## src/hw/rtl/hsec_pkg.sv

```systemverilog
package hsec_pkg;

  localparam int WORD_W = 63;  // codeword / data word width
  localparam int POS_W  = 6;   // position / syndrome width
  localparam int R_W    = 3;   // parity count width
  localparam int LEN_W  = 7;   // n + r before clamping

  localparam logic [POS_W-1:0] DATA_BITS_RST = POS_W'(4);

  localparam logic FUNC_ENCODE = 1'b0;
  localparam logic FUNC_CHECK  = 1'b1;

  typedef struct packed {
    logic              func;
    logic [WORD_W-1:0] word_in;
  } hsec_in_t;

  typedef struct packed {
    logic [WORD_W-1:0] codeword_out;
    logic [POS_W-1:0]  error_position;
    logic [R_W-1:0]    parity_bit_count;
  } hsec_out_t;

  // derived code geometry for the current data length
  typedef struct packed {
    logic [POS_W-1:0] n;
    logic [R_W-1:0]   r;
    logic [POS_W-1:0] len;
  } hsec_cfg_t;

  // positions (bit p-1 holds position p) whose index has bit j set
  function automatic logic [WORD_W-1:0] pos_sel(input int j);
    logic [WORD_W-1:0] m;
    m = '0;
    for (int p = 1; p <= WORD_W; p++) begin
      m[p-1] = ((p >> j) & 1) == 1;
    end
    return m;
  endfunction

endpackage

```

## src/hw/rtl/hamming_sec_encode_syndrome.sv

```systemverilog
// Channel  Ports                         Dir  Handshake
// input    start, busy, in_item          in   taken when start && !busy
// result   out_valid, out_item           out  one-cycle strobe, no backpressure
// config   cfg_we, cfg_wdata             in   written when cfg_we
//
// One word per clock, sustained. The input register captures the word, the
// encode / syndrome XOR trees run, the result register presents it on
// out_item with out_valid for one cycle.
// busy is held low; the pipeline never fills since the result side cannot stall.
// Reset (rst_n low, synchronous) clears both valid bits and sets data_bits to 4.
module hamming_sec_encode_syndrome #(
  parameter int MAX_DATA_BITS   = 57,  // 1..57, clamp for data_bits
  parameter int MAX_PARITY_BITS = 6    // 2..6, cap on parity count
) (
  input  logic                       clk,
  input  logic                       rst_n,
  // input word
  input  logic                       start,
  output logic                       busy,
  input  hsec_pkg::hsec_in_t         in_item,
  // result word
  output logic                       out_valid,
  output hsec_pkg::hsec_out_t        out_item,
  // data length register
  input  logic                       cfg_we,
  input  logic [hsec_pkg::POS_W-1:0] cfg_wdata
);
  import hsec_pkg::*;

  logic       in_vld_r;
  hsec_in_t   in_item_r;
  logic       out_vld_r;
  hsec_out_t  out_item_r;
  hsec_out_t  res_nxt;
  hsec_cfg_t  geom;

  // never stalls: a word can enter every cycle
  assign busy = 1'b0;

  hsec_cfg #(
    .MAX_DATA_BITS   (MAX_DATA_BITS),
    .MAX_PARITY_BITS (MAX_PARITY_BITS)
  ) u_cfg (
    .clk       (clk),
    .rst_n     (rst_n),
    .cfg_we    (cfg_we),
    .cfg_wdata (cfg_wdata),
    .geom      (geom)
  );

  // input stage
  always_ff @(posedge clk) begin
    if (!rst_n) begin
      in_vld_r <= 1'b0;
    end else begin
      in_vld_r <= start && !busy;
    end
  end

  always_ff @(posedge clk) begin
    if (start && !busy) begin
      in_item_r <= in_item;
    end
  end

  // encode / syndrome between the two registers
  hsec_core u_core (
    .item (in_item_r),
    .geom (geom),
    .res  (res_nxt)
  );

  // result stage
  always_ff @(posedge clk) begin
    if (!rst_n) begin
      out_vld_r <= 1'b0;
    end else begin
      out_vld_r <= in_vld_r;
    end
  end

  always_ff @(posedge clk) begin
    if (in_vld_r) begin
      out_item_r <= res_nxt;
    end
  end

  assign out_valid = out_vld_r;
  assign out_item  = out_item_r;

endmodule

```

## src/hw/rtl/hsec_cfg.sv

```systemverilog
module hsec_cfg #(
  parameter int MAX_DATA_BITS   = 57,
  parameter int MAX_PARITY_BITS = 6
) (
  input  logic                       clk,
  input  logic                       rst_n,
  input  logic                       cfg_we,
  input  logic [hsec_pkg::POS_W-1:0] cfg_wdata,
  output hsec_pkg::hsec_cfg_t        geom
);
  import hsec_pkg::*;

  logic [POS_W-1:0] data_bits_r;
  logic [POS_W-1:0] n_eff;
  logic [R_W-1:0]   r_eff;
  logic [LEN_W-1:0] len_sum;

  always_ff @(posedge clk) begin
    if (!rst_n) begin
      data_bits_r <= DATA_BITS_RST;
    end else if (cfg_we) begin
      data_bits_r <= cfg_wdata;
    end
  end

  // clamp n into 1..MAX_DATA_BITS
  always_comb begin
    n_eff = data_bits_r;
    if (n_eff > POS_W'(MAX_DATA_BITS)) n_eff = POS_W'(MAX_DATA_BITS);
    if (n_eff == '0) n_eff = POS_W'(1);
  end

  // least r with 2^r >= n+r+1; 2^r - r is increasing so compares are independent
  always_comb begin
    r_eff = R_W'(MAX_PARITY_BITS);
    for (int k = MAX_PARITY_BITS - 1; k >= 1; k--) begin
      if ((LEN_W'(1) << k) >= LEN_W'(n_eff) + LEN_W'(k) + LEN_W'(1)) begin
        r_eff = R_W'(k);
      end
    end
  end

  assign len_sum = LEN_W'(n_eff) + LEN_W'(r_eff);

  always_comb begin
    geom.n   = n_eff;
    geom.r   = r_eff;
    geom.len = (len_sum > LEN_W'(WORD_W)) ? POS_W'(WORD_W) : len_sum[POS_W-1:0];
  end

endmodule

```

## src/hw/rtl/hsec_core.sv

```systemverilog
module hsec_core (
  input  hsec_pkg::hsec_in_t  item,
  input  hsec_pkg::hsec_cfg_t geom,
  output hsec_pkg::hsec_out_t res
);
  import hsec_pkg::*;

  logic [WORD_W-1:0] data_mask;
  logic [WORD_W-1:0] pos_mask;
  logic [WORD_W-1:0] data_in;
  logic [WORD_W-1:0] placed;
  logic [WORD_W-1:0] src;
  logic [POS_W-1:0]  syn;
  logic [WORD_W-1:0] code;

  assign data_mask = ~({WORD_W{1'b1}} << geom.n);
  assign pos_mask  = ~({WORD_W{1'b1}} << geom.len);
  assign data_in   = item.word_in & data_mask;

  // scatter data bits onto non-power-of-two positions
  for (genvar p = 1; p <= WORD_W; p++) begin : g_place
    if ((p & (p - 1)) == 0) begin : g_par
      assign placed[p-1] = 1'b0;
    end else begin : g_dat
      localparam int DIDX = p - 1 - $clog2(p + 1);
      assign placed[p-1] = data_in[DIDX];
    end
  end

  // one XOR tree per syndrome bit, shared by both modes
  assign src = ((item.func == FUNC_CHECK) ? item.word_in : placed) & pos_mask;

  always_comb begin
    for (int j = 0; j < POS_W; j++) begin
      syn[j] = ^(src & pos_sel(j));
    end
  end

  always_comb begin
    code = src;
    for (int j = 0; j < POS_W; j++) begin
      if ((R_W'(j) < geom.r) && (POS_W'(1 << j) <= geom.len)) begin
        code[(1 << j) - 1] = syn[j];
      end
    end
  end

  always_comb begin
    res.parity_bit_count = geom.r;
    if (item.func == FUNC_CHECK) begin
      res.codeword_out   = '0;
      res.error_position = syn;
    end else begin
      res.codeword_out   = code;
      res.error_position = '0;
    end
  end

endmodule

```

## config.mk

```make
export PLATFORM = sky130hd
export DESIGN_NAME = hamming_sec_encode_syndrome
export DESIGN_NICKNAME = d
export VERILOG_FILES = /design/src/hw/rtl/hsec_pkg.sv /design/src/hw/rtl/hamming_sec_encode_syndrome.sv /design/src/hw/rtl/hsec_cfg.sv /design/src/hw/rtl/hsec_core.sv
export SDC_FILE = /design/constraint.sdc
export NUM_CORES = 1
export LEC_CHECK = 0
export ABC_AREA = 1
export BUFFER_PORTS_ARGS = -buffer_cell sky130_fd_sc_hd__buf_4
export CORE_UTILIZATION = 30
export CTS_CLUSTER_SIZE = 30
export DETAILED_ROUTE_END_ITERATION = 6
export PLACE_DENSITY = 0.55
export SETUP_SLACK_MARGIN = 0.2
export SYNTH_ARGS = -nofsm -noshare
export SYNTH_HDL_FRONTEND = slang
export SYNTH_SLANG_ARGS = --single-unit
export TNS_END_PERCENT = 100
```

## constraint.sdc

```tcl
create_clock -name clk -period 5.77 [get_ports clk]
set_clock_uncertainty 0.05 [all_clocks]
set_input_delay 1.154 -clock clk [delete_from_list [all_inputs] [get_ports clk]]
set_output_delay 1.154 -clock clk [all_outputs]
set_load 0.005 [all_outputs]
```

=== Word level (Yosys, flattened, before mapping) ===
Index checks and enable logic that the tools add are counted.

* Muxes and demuxes: 15
* $add $sub $neg: 11
* Bitwise gates (word level): 4
* Reductions and logical operators: 13
* Magnitude comparators: 19
* Shift operators: 2

{| class="wikitable"
|+ Operator list
! cell !! number
|-
| $reduce_xor 63->1 || 6
|-
| $and 63x63->63 || 1
|-
| $mux 63 || 1
|-
| $not 63->63 || 1
|-
| $shl 63x6->57 const A || 1
|-
| $shl 63x6->63 const A || 1
|-
| $and 57x57->57 || 1
|-
| $not 57->57 || 1
|-
| $add 7x1->7 const B || 5
|-
| $mux 6 || 3
|-
| $add 6x2->7 const B || 2
|-
| $add 6x3->7 const B || 2
|-
| $mux 3 || 3
|-
| $add 6x1->7 const B || 1
|-
| $add 6x3->7 || 1
|-
| $ge 2x7->1 const A || 1
|-
| $ge 3x7->1 const A || 1
|-
| $ge 4x7->1 const A || 1
|-
| $ge 5x7->1 const A || 1
|-
| $ge 6x7->1 const A || 1
|-
| $gt 7x6->1 const B || 1
|-
| $gt 6x6->1 const B || 1
|-
| $le 1x6->1 const A || 1
|-
| $le 2x6->1 const A || 1
|-
| 11 further kinds || 25
|}

* Output and inout bits: 74
* Input port bits: 74
* Word-level logic and storage cells: 72
* Register bits after elaboration: 144

=== Logic depth before layout (Yosys ltp) ===
* Word-level depth: 20
* Depth in mapped cells: 45
* Mapped depth without buffers: 44

=== Modules after synthesis ===
Synthesis repeated with hierarchy kept, for this count alone.

* Cell total of the unflattened synthesis: 1508
* Area, all modules: 10501.3 um2

{| class="wikitable"
|+ Modules (own cells, without submodules)
! module !! cells an instance !! area an instance (um2) !! instances
|-
| hsec_core || 1197 || 5252.5 || 1
|-
| hamming_sec_encode_syndrome || 144 || 4150.2 || 1
|-
| hsec_cfg || 167 || 1098.6 || 1
|}

=== Least setup slack after synthesis ===
OpenSTA, ideal clock, no wires.

* Path kind: register -> register
* Start point: register u_cfg.data_bits_r[4]
* End point: register out_item_r, in the netlist out_item[5], data pin
* Path buffers: 1
* Setup slack: 849 ps
* Library setup time: 266 ps
* Required time: 5454 ps
* Cell stages (with the launch flop): 39
* Arrival: 4605 ps
* Path through: dfxtp_1 -> buf_6 -> nand2_8 -> inv_2 -> nand2_1 -> nand2_1 -> inv_1 -> nand2_1 -> inv_1 -> ha_1 -> inv_1 -> nor2_1 -> nand2_1 -> a22oi_1 -> nand2_1 -> nand3_1 -> nand2_1 -> nand2_1 -> [... 3 more ...] -> nand2_2 -> nand2_2 -> nand2_4 -> nand3_4 -> nand2_2 -> nand2_1 -> o21ai_1 -> nand2_1 -> nand3_1 -> nand2_1 -> xor2_1 -> nand2b_1 -> nand2_1 -> nand2_1 -> nand2_1 -> nand2_1 -> nand2_1 -> nor2_1

{| class="wikitable"
|+ RTL lines
! what !! line !! source
|-
| start: declaration || hsec_cfg.sv:13 || <nowiki>logic [POS_W-1:0] data_bits_r;</nowiki>
|-
| start signal: assignment || hsec_cfg.sv:22 || <nowiki>data_bits_r <= cfg_wdata;</nowiki>
|-
| end signal: assignment || hamming_sec_encode_syndrome.sv:84 || <nowiki>out_item_r <= res_nxt;</nowiki>
|-
| end: declaration || hamming_sec_encode_syndrome.sv:33 || <nowiki>hsec_out_t out_item_r;</nowiki>
|}

==> impl_metrics.json <==
{
  "status": "finished, final reports clean",
  "die-area_um2": 33640,
  "cp_max_fo": 13,
  "yosys.area_share.adder_pct": 3.244,
  "rows": 66,
  "vias_per_cell": 4.800,
  "p_sw_share_pct": 40.33,
  "drv_slew": 0,
  "synth_compound_area_share_pct": 8.958,
  "criticalPathCategory": "flip-flop to flip-flop",
  "cap_violations": 0,
  "rsz0062_at_grt": "yes",
  "cts_sinks": 144,
  "r2r_slack_ns": 0.53,
  "place_congestion": 0.9430,
  "clk_latency_ns": 0.44,
  "synthToLayoutAreaGrowth_pct": 28.09,
  "crit_path_frequent_cell": "nand2_1",
  "pre_cts_ws_ns": 0.08125,
  "cts_tree": "built",
  "drive_above_1_share_pct": 25.35,
  "max_stage_delay_ns": 0.40,
  "postLayoutCellArea_um2": 12650,
  "pwr-share-comb_pct": 41.4,
  "syn_inst": 1250,
  "setup_viol": 0,
  "cp.arrival_ns": 5.35,
  "start_util_pct": 30.43,
  "synth_edf_count": 136,
  "power.internal_mw": 2.466,
  "hold_end": "out_valid$_SDFF_PN0_",
  "worst_r2r_path_depth": 38,
  "synth_xor_area_share_pct": 5.461,
  "fillers": 3294,
  "startpoint": "u_cfg.data_bits_r[4]$_SDFFE_PN0P_",
  "async_flop_share_pct": 0,
  "clockPowerShare_pct": 27.2,
  "coreArea_um2": 32450,
  "crit_path_start_kind": "flip-flop",
  "min_path_type": "flip-flop to flip-flop",
  "nets": 1522,
  "final_cell_mix": "nand2_1 (389), buf_4 (185), edfxtp_1 (136)",
  "hold_depth": 2,
  "critPathRequiredTime_ns": 5.88,
  "place_hpwl_um": 27140,
  "power_mw": 4.134,
  "gr-total-overflow": 0,
  "post_dp_cell_area_um2": 11500,
  "path_clk_slew_ns": 0.07,
  "grt_pass1_vias": 8433,
  "ctsHoldBuffers": 0,
  "relSlewSlack_pct": 40.46,
  "cts.htree.levels": 4,
  "cts-buffers-inserted": 17,
  "drt_wl_total_um": 34280,
  "r2r_start": "u_cfg.data_bits_r[4]$_SDFFE_PN0P_",
  "pin_count": 148,
  "ys_seq_elements": 144,
  "yosys-mux-area-fraction_pct": 0,
  "p_seq_share_pct": 31.4,
  "fp.dieW_um": 183.4,
  "syn-num-nets": 1349,
  "vdd_drop_max_uv": 198.7,
  "clockBufferDepth": 2,
  "cpMaxStageDelayCell": "fa_2",
  "synth_simple_gate_area_share_pct": 31.87,
  "avgSynthCellArea_um2": 7.900,
  "synth_top_family_by_area": "simple AND/OR/NAND/NOR gates",
  "drt_iter0_markers": 790,
  "p_per_area_nw_per_um2": 326.8,
  "grt_pass1_wl_um": 50090,
  "io_buffer_count": 146,
  "num_vias": 9015,
  "synthDistinctLibCells": 67,
  "grt_max_degree": 70,
  "ys.flop_type": "edfxtp_1",
  "num_antenna_cells": 0,
  "hold_path_startpoint": "in_vld_r$_SDFF_PN0_",
  "period_minus_slack_ns": 5.244,
  "end_kind": "flip-flop",
  "p_sw_mw": 1.667,
  "drc_errors": 0,
  "layout_commonest_cell": "nand2_1",
  "ys_seq_area_share_pct": 42.98,
  "hold_violations": 0,
  "dr.pass1.iters": 5,
  "whs_ns": 0.4756,
  "routedWlPerCell_um": 18.25,
  "tightest_slew_ns": 0.8931,
  "max_freq_mhz": 190.7,
  "grt_use_total_pct": 20.28,
  "setup_tns_ns": 0,
  "reg2reg_to": "out_item[8]$_SDFFCE_PN0P_",
  "leakage_nw": 5.750,
  "layout_setup_ws_ns": 0.5264,
  "drtAntennaViolNets": 0,
  "clock-root-buffer": "clkbuf_16",
  "ys_warn_count": 0,
  "die_h_um": 183.4,
  "netlist_area_um2": 9874,
  "timing.final.crit_share_pct": 90.88,
  "antenna_found_initial": 0
}
==> critical path: cells and delay by family, from the launching register on <==
family,cells,cell delay [ns]
AND/OR/NAND/NOR,26,2.50
flip-flops,1,0.38
adder cells (fa/ha/maj),3,0.83
buffers and inverters,6,0.68
AO/OA/AOI/OAI,1,0.11
XOR/XNOR,2,0.40
==> per-stage QoR <==
stage	utilization, %	instances
final	38.97	1878
after global placement	35.43	1824
after floorplan	-	1250
after detailed placement	35.43	1824
after CTS	37.41	1860
after global routing	38.97	1878
==> worst max-delay path by stage <==
stage	end
final	out_item[8]$_SDFFCE_PN0P_
after global routing	out_item[16]$_SDFFCE_PP0P_
after CTS	out_item[24]$_SDFFCE_PP0P_
after detailed placement	out_item[16]$_SDFFCE_PP0P_
after global placement	out_item[16]$_SDFFCE_PP0P_
after floorplan	out_item[5]$_SDFFCE_PN0P_
==> power by group through the flow <==
| stage | sequential [mW] | combinational (mW) | clock [mW] |
|---|---|---|---|
| final | 1.30 | 1.71 | 1.13 |
| after global routing | 1.30 | 1.89 | 1.18 |
| after CTS | 1.30 | 1.56 | 1.14 |
| after detailed placement | 1.32 | 1.54 | 0 |
| after global placement | 1.32 | 1.54 | 0 |
| after floorplan | 1.31 | 1.06 | 0 |
==> layout make-up <==
class | instances | area, um2 | area share (%)
multi-input cells | 935 | 5231 | 41.36
flip-flops and latches | 144 | 4257 | 33.65
repair buffers | 193 | 1518 | 12.00
well taps | 442 | 553.0 | 4.372
inverters | 132 | 511.7 | 4.046
clock buffers | 17 | 425.4 | 3.363
clock inverters | 15 | 152.6 | 1.207
==> cells in the mapped netlist (5+ instances only) <==
| cell | number | area (um2) |
|---|---|---|
| nor3_1 | 13 | 65.06 |
| nor2_2 | 5 | 31.28 |
| dfxtp_1 | 8 | 160.2 |
| nand2_2 | 13 | 81.33 |
| edfxtp_1 | 136 | 4084 |
| o21ai_1 | 5 | 25.02 |
| inv_2 | 14 | 52.55 |
| xor2_1 | 28 | 245.2 |
| buf_6 | 5 | 56.30 |
| nand3_1 | 97 | 485.5 |
| nand3_2 | 9 | 90.09 |
| inv_1 | 116 | 435.4 |
| nor2_1 | 123 | 461.7 |
| nand4_1 | 10 | 62.56 |
| a32oi_1 | 7 | 61.31 |
| buf_2 | 12 | 60.06 |
| ha_1 | 24 | 300.3 |
| a21oi_1 | 22 | 110.1 |
| buf_4 | 5 | 37.54 |
| nand2_1 | 407 | 1528 |
| nand3b_1 | 10 | 75.07 |
| buf_1 | 6 | 22.52 |
| clkbuf_1 | 11 | 41.29 |
| o21ai_0 | 54 | 270.3 |
| o211ai_1 | 9 | 67.56 |
| xnor2_1 | 28 | 245.2 |
==> registers in the layout, indices dropped and copies added, names as in the netlist <==
register	flops
u_cfg.data_bits_r	6
out_valid	1
in_vld_r	1
out_item	72
in_item_r	64
==> layer usage <==
| layer | part of all wire [%] | GRT usage, % |
|---|---|---|
| met5 | 0 | 0 |
| met4 | 2.6 | 7.267 |
| met3 | 5.8 | 2.516 |
| met2 | 46 | 32.50 |
| met1 | 46 | 28.01 |
==> cells by family after synthesis <==
| family | after synthesis |
|---|---|
| xor+xnor | 59 |
| compound gates | 136 |
| buf+inv | 172 |
| flops | 144 |
| other cells | 1 |
| simple gates | 713 |
| fa+ha+maj | 25 |
==> what timing repair did <==
action	in CTS	in global routing
endpoints found under the setup margin	6	12
pin swaps	0	17
cloned	0	1
buffers inserted	4	17
resized for setup	8	95
Power figures use the tool's default switching activity.
